`config.mk`:
```
export PLATFORM = sky130hd
export DESIGN_NAME = utf8_stream_decoder
export DESIGN_NICKNAME = d
export VERILOG_FILES = /design/src/rtl/core/u8d_pkg.sv /design/src/rtl/core/utf8_stream_decoder.sv /design/src/rtl/core/u8d_front.sv /design/src/rtl/core/u8d_queue.sv /design/src/rtl/core/u8d_back.sv
export SDC_FILE = /design/constraint.sdc
export NUM_CORES = 1
export LEC_CHECK = 0
export BUFFER_PORTS_ARGS = -buffer_cell sky130_fd_sc_hd__buf_4
export CAP_MARGIN = 20
export CORE_ASPECT_RATIO = 1.5
export CORE_MARGIN = 2
export CORE_UTILIZATION = 58
export DETAILED_ROUTE_END_ITERATION = 12
export PLACE_DENSITY = 0.88
export REMOVE_ABC_BUFFERS = 1
export SETUP_SLACK_MARGIN = 0.4
export SLEW_MARGIN = 20
export SYNTH_ARGS = -nofsm -noshare
export SYNTH_HDL_FRONTEND = slang
export SYNTH_SLANG_ARGS = --single-unit
```
`constraint.sdc`:
```
create_clock -name clk -period 3.2 [get_ports clk]
set_input_delay 0.96 -clock clk [delete_from_list [all_inputs] [get_ports clk]]
set_output_delay 0.96 -clock clk [all_outputs]
set_load 0.01 [all_outputs]
```
`src/rtl/core/u8d_pkg.sv`:
```
// ----------------------------------------------------------------------------
// u8d_pkg
// Shared types and codes for the UTF-8 stream decoder.
// ----------------------------------------------------------------------------
package u8d_pkg;

  localparam int QUEUE_DEPTH_DEF = 2;

  localparam int CP_W     = 31;
  localparam int CNT_W    = 3;
  localparam int STATUS_W = 2;

  localparam logic [STATUS_W-1:0] ST_CHAR    = 2'd0;
  localparam logic [STATUS_W-1:0] ST_INVALID = 2'd1;
  localparam logic [STATUS_W-1:0] ST_TRUNC   = 2'd2;

  localparam logic [CNT_W-1:0] LEN_INVALID = 3'd0;
  localparam logic [CNT_W-1:0] LEN_ASCII   = 3'd1;

  // Classified byte as it travels from the front to the back.
  typedef struct packed {
    logic [7:0]       byte_value;
    logic             last_byte;
    logic [CNT_W-1:0] lead_len;
    logic [6:0]       lead_bits;
  } u8d_item_t;

endpackage

```
`src/rtl/core/utf8_stream_decoder.sv`:
```
// ----------------------------------------------------------------------------
// utf8_stream_decoder
// Byte-serial decoder for legacy 1 to 6 byte UTF-8 sequences.
// ----------------------------------------------------------------------------
// Takes one byte beat per cycle and sustains that rate with out_stall low.
// A byte is classified on entry, waits in a QUEUE_DEPTH-entry FIFO and is
// merged into the open sequence by the decode stage, whose state update
// sets the rate. The decode stage registers a result beat from the byte
// that completes it (character, invalid lead byte or truncated
// sequence); bytes that only extend a sequence produce no beat. in_stall
// rises only when the FIFO is full because results are being held off.
// ----------------------------------------------------------------------------
module utf8_stream_decoder #(
  parameter int QUEUE_DEPTH = u8d_pkg::QUEUE_DEPTH_DEF
) (
  input  logic                          clk,
  input  logic                          rst_n,
  input  logic                          in_valid,
  output logic                          in_stall,
  input  logic [7:0]                    in_byte_value,
  input  logic                          in_last_byte,
  output logic                          out_valid,
  input  logic                          out_stall,
  output logic [u8d_pkg::CP_W-1:0]      out_code_point,
  output logic [u8d_pkg::CNT_W-1:0]     out_byte_count,
  output logic [u8d_pkg::STATUS_W-1:0]  out_status,
  output logic                          out_end_of_text
);
  import u8d_pkg::*;

  u8d_item_t push_item;
  u8d_item_t head_item;
  logic      q_push;
  logic      q_full;
  logic      q_pop;
  logic      q_not_empty;

  u8d_front u_front (
    .in_valid      (in_valid),
    .in_stall      (in_stall),
    .in_byte_value (in_byte_value),
    .in_last_byte  (in_last_byte),
    .q_full        (q_full),
    .q_push        (q_push),
    .q_item        (push_item)
  );

  u8d_queue #(
    .DEPTH (QUEUE_DEPTH)
  ) u_queue (
    .clk       (clk),
    .rst_n     (rst_n),
    .push      (q_push),
    .push_item (push_item),
    .full      (q_full),
    .pop       (q_pop),
    .not_empty (q_not_empty),
    .head_item (head_item)
  );

  u8d_back u_back (
    .clk             (clk),
    .rst_n           (rst_n),
    .q_not_empty     (q_not_empty),
    .q_item          (head_item),
    .q_pop           (q_pop),
    .out_valid       (out_valid),
    .out_stall       (out_stall),
    .out_code_point  (out_code_point),
    .out_byte_count  (out_byte_count),
    .out_status      (out_status),
    .out_end_of_text (out_end_of_text)
  );

endmodule

```
`src/rtl/core/u8d_front.sv`:
```
// ----------------------------------------------------------------------------
// u8d_front
// Accepts input beats and classifies each byte as a lead byte.
// ----------------------------------------------------------------------------
module u8d_front (
  input  logic                  in_valid,
  output logic                  in_stall,
  input  logic [7:0]            in_byte_value,
  input  logic                  in_last_byte,
  input  logic                  q_full,
  output logic                  q_push,
  output u8d_pkg::u8d_item_t    q_item
);
  import u8d_pkg::*;

  logic [CNT_W-1:0] len;
  logic [6:0]       bits;

  always_comb begin
    len  = LEN_INVALID;
    bits = '0;
    unique casez (in_byte_value)
      8'b0???????: begin
        len  = LEN_ASCII;
        bits = in_byte_value[6:0];
      end
      8'b110?????: begin
        len  = 3'd2;
        bits = {2'b0, in_byte_value[4:0]};
      end
      8'b1110????: begin
        len  = 3'd3;
        bits = {3'b0, in_byte_value[3:0]};
      end
      8'b11110???: begin
        len  = 3'd4;
        bits = {4'b0, in_byte_value[2:0]};
      end
      8'b111110??: begin
        len  = 3'd5;
        bits = {5'b0, in_byte_value[1:0]};
      end
      8'b1111110?: begin
        len  = 3'd6;
        bits = {6'b0, in_byte_value[0]};
      end
      default: begin
        len  = LEN_INVALID;
        bits = '0;
      end
    endcase
  end

  assign in_stall            = q_full;
  assign q_push              = in_valid && !q_full;
  assign q_item.byte_value   = in_byte_value;
  assign q_item.last_byte    = in_last_byte;
  assign q_item.lead_len     = len;
  assign q_item.lead_bits    = bits;

endmodule

```
`src/rtl/core/u8d_queue.sv`:
```
// ----------------------------------------------------------------------------
// u8d_queue
// Small register FIFO between the classifier and the decode stage.
// ----------------------------------------------------------------------------
module u8d_queue #(
  parameter int DEPTH = u8d_pkg::QUEUE_DEPTH_DEF
) (
  input  logic                 clk,
  input  logic                 rst_n,
  input  logic                 push,
  input  u8d_pkg::u8d_item_t   push_item,
  output logic                 full,
  input  logic                 pop,
  output logic                 not_empty,
  output u8d_pkg::u8d_item_t   head_item
);
  import u8d_pkg::*;

  localparam int PTR_W = (DEPTH > 1) ? $clog2(DEPTH) : 1;
  localparam int CNT_Q = $clog2(DEPTH + 1);
  localparam logic [PTR_W-1:0] PTR_LAST = PTR_W'(DEPTH - 1);

  u8d_item_t        mem_r [DEPTH];
  logic [PTR_W-1:0] wr_ptr_r, wr_ptr_nxt;
  logic [PTR_W-1:0] rd_ptr_r, rd_ptr_nxt;
  logic [CNT_Q-1:0] cnt_r, cnt_nxt;

  assign full      = (cnt_r == CNT_Q'(DEPTH));
  assign not_empty = (cnt_r != '0);
  assign head_item = mem_r[rd_ptr_r];

  always_comb begin
    wr_ptr_nxt = wr_ptr_r;
    rd_ptr_nxt = rd_ptr_r;
    cnt_nxt    = cnt_r;
    if (push) begin
      wr_ptr_nxt = (wr_ptr_r == PTR_LAST) ? '0 : wr_ptr_r + 1'b1;
    end
    if (pop) begin
      rd_ptr_nxt = (rd_ptr_r == PTR_LAST) ? '0 : rd_ptr_r + 1'b1;
    end
    if (push && !pop) begin
      cnt_nxt = cnt_r + 1'b1;
    end else if (pop && !push) begin
      cnt_nxt = cnt_r - 1'b1;
    end
  end

  always_ff @(posedge clk) begin
    if (!rst_n) begin
      wr_ptr_r <= '0;
      rd_ptr_r <= '0;
      cnt_r    <= '0;
    end else begin
      wr_ptr_r <= wr_ptr_nxt;
      rd_ptr_r <= rd_ptr_nxt;
      cnt_r    <= cnt_nxt;
    end
  end

  always_ff @(posedge clk) begin
    if (push) begin
      mem_r[wr_ptr_r] <= push_item;
    end
  end

endmodule

```
`src/rtl/core/u8d_back.sv`:
```
// ----------------------------------------------------------------------------
// u8d_back
// Sequence state, continuation merge and the output register.
// ----------------------------------------------------------------------------
module u8d_back (
  input  logic                          clk,
  input  logic                          rst_n,
  input  logic                          q_not_empty,
  input  u8d_pkg::u8d_item_t            q_item,
  output logic                          q_pop,
  output logic                          out_valid,
  input  logic                          out_stall,
  output logic [u8d_pkg::CP_W-1:0]      out_code_point,
  output logic [u8d_pkg::CNT_W-1:0]     out_byte_count,
  output logic [u8d_pkg::STATUS_W-1:0]  out_status,
  output logic                          out_end_of_text
);
  import u8d_pkg::*;

  logic [CP_W-1:0]     partial_r, partial_nxt;
  logic [CNT_W-1:0]    rem_r, rem_nxt;
  logic [CNT_W-1:0]    seq_r, seq_nxt;
  logic                out_valid_r, out_valid_nxt;
  logic [CP_W-1:0]     cp_r;
  logic [CNT_W-1:0]    cnt_r;
  logic [STATUS_W-1:0] st_r;
  logic                eot_r;

  logic                emit;
  logic [CP_W-1:0]     emit_cp;
  logic [CNT_W-1:0]    emit_cnt;
  logic [STATUS_W-1:0] emit_st;
  logic [CP_W-1:0]     merged;
  logic [CNT_W-1:0]    rem_dec;

  assign q_pop   = q_not_empty && (!out_valid_r || !out_stall);
  assign merged  = {partial_r[CP_W-7:0], q_item.byte_value[5:0]};
  assign rem_dec = rem_r - 1'b1;

  always_comb begin
    partial_nxt = partial_r;
    rem_nxt     = rem_r;
    seq_nxt     = seq_r;
    emit        = 1'b0;
    emit_cp     = '0;
    emit_cnt    = LEN_ASCII;
    emit_st     = ST_CHAR;
    if (q_pop) begin
      if (rem_r == '0) begin
        if (q_item.lead_len == LEN_ASCII) begin
          emit    = 1'b1;
          emit_cp = CP_W'(q_item.lead_bits);
        end else if (q_item.lead_len == LEN_INVALID) begin
          emit    = 1'b1;
          emit_st = ST_INVALID;
        end else if (q_item.last_byte) begin
          emit    = 1'b1;
          emit_st = ST_TRUNC;
        end else begin
          partial_nxt = CP_W'(q_item.lead_bits);
          rem_nxt     = q_item.lead_len - 1'b1;
          seq_nxt     = q_item.lead_len;
        end
      end else if (rem_dec == '0) begin
        emit        = 1'b1;
        emit_cp     = merged;
        emit_cnt    = seq_r;
        partial_nxt = '0;
        rem_nxt     = '0;
        seq_nxt     = '0;
      end else if (q_item.last_byte) begin
        emit        = 1'b1;
        emit_st     = ST_TRUNC;
        emit_cnt    = seq_r - rem_dec;
        partial_nxt = '0;
        rem_nxt     = '0;
        seq_nxt     = '0;
      end else begin
        partial_nxt = merged;
        rem_nxt     = rem_dec;
      end
    end
  end

  always_comb begin
    out_valid_nxt = out_valid_r;
    if (emit) begin
      out_valid_nxt = 1'b1;
    end else if (!out_stall) begin
      out_valid_nxt = 1'b0;
    end
  end

  always_ff @(posedge clk) begin
    if (!rst_n) begin
      partial_r   <= '0;
      rem_r       <= '0;
      seq_r       <= '0;
      out_valid_r <= 1'b0;
    end else begin
      partial_r   <= partial_nxt;
      rem_r       <= rem_nxt;
      seq_r       <= seq_nxt;
      out_valid_r <= out_valid_nxt;
    end
  end

  always_ff @(posedge clk) begin
    if (emit) begin
      cp_r  <= emit_cp;
      cnt_r <= emit_cnt;
      st_r  <= emit_st;
      eot_r <= q_item.last_byte;
    end
  end

  assign out_valid       = out_valid_r;
  assign out_code_point  = cp_r;
  assign out_byte_count  = cnt_r;
  assign out_status      = st_r;
  assign out_end_of_text = eot_r;

endmodule

```
==> impl_summary.md <==
Clock tree
Clock tree synthesis inserted a total of 9 buffers. The buffer cell driving the clock tree root is sky130_fd_sc_hd__clkbuf_16. The number of gates resized after CTS was 0. Clock tree synthesis found a total of 108 sinks. Hold repair after CTS inserted 0 buffers. The clock latency of the later-clocked register in the worst-skew pair is 0.35 ns. TritonCTS built the clock tree.

Post-CTS timing repair inserted 0 buffers for setup. The maximum buffer depth of the clock tree is 2. The clock input transition at the sequential cells of the worst setup and hold paths is roughly 0.07 ns. The H-tree depth is 3.

Detailed routing
The final route contains 3122 vias. The first TritonRoute pass finished after 4 iterations. The detail route stage leaves a number of antenna-violating nets equal to 0. In this run, the number of DRC markers left after iteration 0 of detailed routing was 323. After detailed routing, the total wire length is ~8400 um. In the routed layout, each cell is associated on average with a via count of between 5 and 6. The routed wirelength normalized by instance count is between 15 and 20 um. In the routed design, unresolved DRC markers number 0.

STA
For the pin with the worst max-slew slack, the measured transition is ~0.8 ns. Counting I/O delays and the setup requirement, the final critical path takes between 2 and 2.5 ns. Setup total negative slack on the finished layout was measured at 0 ns. The number of max-slew violations in the final report is 0. In this run the tightest slew margin relative to its limit is between 40% and 50%.

The final hold violation count is 0. Derived from the worst setup path, the maximum achievable clock frequency is just over 400 MHz. The worst path meets setup with 0.735 ns of slack.

For the final database, setup skew stands at ~0.010 ns. The final clock period utilization by the worst path is between 70 and 80%. Setup violations remaining at the end of the flow were counted as 0. The post-route worst hold slack is between 0.4 and 0.5 ns. Setup repair after global routing left no endpoint under its margin.

Worst setup path
In this run the register-to-register setup slack is 0.74 ns. The worst setup path is of the reg2reg kind. The maximum fanout along the worst path is 20.

The worst register-to-register path has a depth of 7. The worst setup path is launched from a register. For the worst setup path, the data arrival time is 2.69 ns. The endpoint kind of the worst setup timing path is a register. The data required time of the critical path is 3.42 ns. The end of the worst register-to-register path is u_back.partial_r[6]$_SDFFE_PN0P_.

Floorplan
Pin placement for this block handled 52 I/O pins. The region available for standard cell placement spans 7960 um2. The floorplan has 40 rows. For this configuration, the core starts out at a cell density of between 50% and 60%.

The die area is just under 9000 um2. From bottom edge to top edge, the die measures around 110 um. From left edge to right edge, the die measures roughly 78 um.

Logic synthesis
Synthesis instantiated 52 different standard cells from the library. The cell type with the largest total area after synthesis is sky130_fd_sc_hd__edfxtp_1. The number of enable flip-flop cells after synthesis is slightly above 70.

The share of synthesized flip-flops with an asynchronous set or reset is 0%. During synthesis, Yosys emitted a total of 0 warnings. The cell count after synthesis is approximately 390. The area share of the largest cell type after synthesis is between 40% and 50%. The total of flip-flops plus latches after synthesis is approximately 110. The area of the mapped netlist is 4710 um2.

Ranked by total cell area, the synthesized netlist is headed by sky130_fd_sc_hd__edfxtp_1 45%, sky130_fd_sc_hd__dfxtp_1 16%, sky130_fd_sc_hd__a21oi_1 3.9%. In this run the mean area of a mapped cell was approximately 12 um2. Among all flip-flop cells after synthesis, the most frequent one is sky130_fd_sc_hd__edfxtp_1. Summing the sequential cell areas from Yosys gives 60.9% of the chip area.

GRT
Entering global routing, the biggest net connects 38 pins. The overall overflow remaining after global route is 0. The initial antenna violation count was 0. The total global-route track usage is 20.0%.

The first-pass GRT wire length is roughly 14000 um. The number of global-route vias before repair is 2958.

Layout
The final instance count without filler cells is roughly 550. The antenna diode instance count is 0. The area growth from synthesis to layout is 16.2%. The post-route netlist has approximately 22% of its cells at a drive strength greater than 1. For this run, the post-layout net count is 460. The library cell used most frequently in the layout, excluding fill and tap cells, is sky130_fd_sc_hd__edfxtp_1. Leaving out fill and tap cells, the most frequent cells in the layout are 71 x sky130_fd_sc_hd__edfxtp_1, 63 x sky130_fd_sc_hd__buf_4, 37 x sky130_fd_sc_hd__a21oi_1, 37 x sky130_fd_sc_hd__dfxtp_1, 26 x sky130_fd_sc_hd__nand3_1.

Power and ir drop
The switching power share of the total is a little under two fifths. Combinational cells account for between 40 and 50% of the total power. The switching power is about 2.0 mW. The worst-case vdd ir drop is 0.000552 V.

The share of power burned in registers is 39.3%. Internal power comes to between 3 and 4 mW. In this run, the clock network consumes 19.8% of the power.

Power spread over the standard cell area amounts to around 970 nW/um2. The leakage dissipation is 2.00 nW.

Placed design
The final HPWL from detailed placement is ~5900 um. The post-place setup slack is 0.715 ns. The count of buffers from port buffering is 51. In this run, placement finished with an instance count of 532.

The global placer's final weighted congestion is 0.815.

Worst hold path
The cell depth of the worst hold path is 2. The sink of the worst hold path is u_back.partial_r[19]$_SDFFE_PN0P_. The worst hold path belongs to the class reg2reg. The startpoint identified for the worst hold timing path is u_back.partial_r[19]$_SDFFE_PN0P_.

Status
The flow ran to the end, and the final reports show no timing, DRC or antenna violations.

Flow run
The tool flagged a number of max-cap violations equal to 0.
[worst max-delay path by stage]
stage,startpoint,to,depth (start not counted)
2_1_floorplan,register,u_back.out_byte_count[0]$_SDFFCE_PP1P_,7
3_3_place_gp,out_stall,u_back.seq_r[1]$_SDFFE_PN0P_,6
3_5_place_dp,out_stall,u_back.partial_r[6]$_SDFFE_PN0P_,7
4_1_cts,register,u_back.partial_r[6]$_SDFFE_PN0P_,7
5_1_grt,u_back.rem_r[0]$_SDFFE_PN0P_,u_back.out_code_point[17]$_SDFFCE_PP0P_,7
6_report,register,u_back.partial_r[6]$_SDFFE_PN0P_,7
[synth_stat cells (4+ instances only)]
| master | n |
|---|---|
| sky130_fd_sc_hd__o211ai_1 | 19 |
| sky130_fd_sc_hd__edfxtp_1 | 71 |
| sky130_fd_sc_hd__o31ai_1 | 14 |
| sky130_fd_sc_hd__inv_1 | 10 |
| sky130_fd_sc_hd__o21ai_0 | 5 |
| sky130_fd_sc_hd__buf_2 | 4 |
| sky130_fd_sc_hd__mux2i_1 | 10 |
| sky130_fd_sc_hd__mux2_2 | 7 |
| sky130_fd_sc_hd__and2_1 | 24 |
| sky130_fd_sc_hd__dfxtp_1 | 37 |
| sky130_fd_sc_hd__a21boi_0 | 4 |
| sky130_fd_sc_hd__buf_6 | 5 |
| sky130_fd_sc_hd__nand3_1 | 26 |
| sky130_fd_sc_hd__nand2_1 | 23 |
| sky130_fd_sc_hd__clkbuf_1 | 9 |
| sky130_fd_sc_hd__ha_1 | 8 |
| sky130_fd_sc_hd__nor2_1 | 19 |
| sky130_fd_sc_hd__a21oi_1 | 37 |
| sky130_fd_sc_hd__nor3_1 | 4 |
[routing by layer]
| metal | routed length, um | up-vias | GRT usage [%] |
|---|---|---|---|
| li1 | - | 1517 | - |
| met1 | 3240 | 1497 | 21.6 |
| met2 | 4560 | 92 | 35.9 |
| met3 | 360 | 16 | 4.81 |
| met4 | 202 | 0 | 10.2 |
| met5 | 0 | - | 0 |
[worst max-delay path: stages (launching register included)]
cell and delay (ns):
sky130_fd_sc_hd__dfxtp_1 0.45, sky130_fd_sc_hd__mux2_2 0.41, sky130_fd_sc_hd__ha_1 0.21, sky130_fd_sc_hd__or2_2 0.33
sky130_fd_sc_hd__a211o_1 0.34, sky130_fd_sc_hd__buf_4 0.22, sky130_fd_sc_hd__nand2_1 0.25, sky130_fd_sc_hd__a21oi_1 0.13
[cell type report]
type,count,area [um2]
clock buffers,14,265
clock inverters,2,17.5
fillers,569,2480
inverters,13,53.8
multi-input cells,243,1660
flip-flops and latches,108,2870
well taps,105,131
repair buffers,63,473
[sequential cells by signal, indices dropped and copies added, names as in the netlist, 2 cells and up, named ones only]
name / flops
u_back.out_byte_count: 3
u_queue.mem_r: 34
u_queue.cnt_r: 2
u_back.seq_r: 3
u_back.out_status: 2
u_back.rem_r: 3
u_back.partial_r: 25
u_back.out_code_point: 31
[power by group through the flow]
stage / registers (mW) / logic, mW / clock network [mW]
after floorplan: 2.20 / 1.32 / 0
after global placement: 2.10 / 2.06 / 0
after detailed placement: 2.11 / 2.14 / 0
after CTS: 2.08 / 2.16 / 1.06
after global routing: 2.12 / 2.36 / 1.11
final: 2.08 / 2.16 / 1.05
[logic make-up (layout without fill, tap and decap cells)]
family                   count (synthesis)  in the layout  share of synthesized area, %
AO/OA/AOI/OAI                           95             95                          14.2
XOR/XNOR                                 7              7                          1.46
adder cells (fa/ha/maj)                  9              9                          2.55
buffers and inverters                   34             92                          3.80
flip-flops                             108            108                          60.9
multiplexers                            20             20                          4.99
AND/OR/NAND/NOR                        112            112                          12.0
[metrics by stage]
step | total power [mW] | utilization [%] | instance area [um2]
5_1_grt | 5.59 | 68.8 | 5480
3_5_place_dp | 4.25 | 65.3 | 5190
2_1_floorplan | 3.52 | - | 4590
3_3_place_gp | 4.16 | 65.3 | 5190
4_1_cts | 5.30 | 68.8 | 5480
6_report | 5.30 | 68.8 | 5480
No activity file was read; power rests on OpenSTA's default activity.
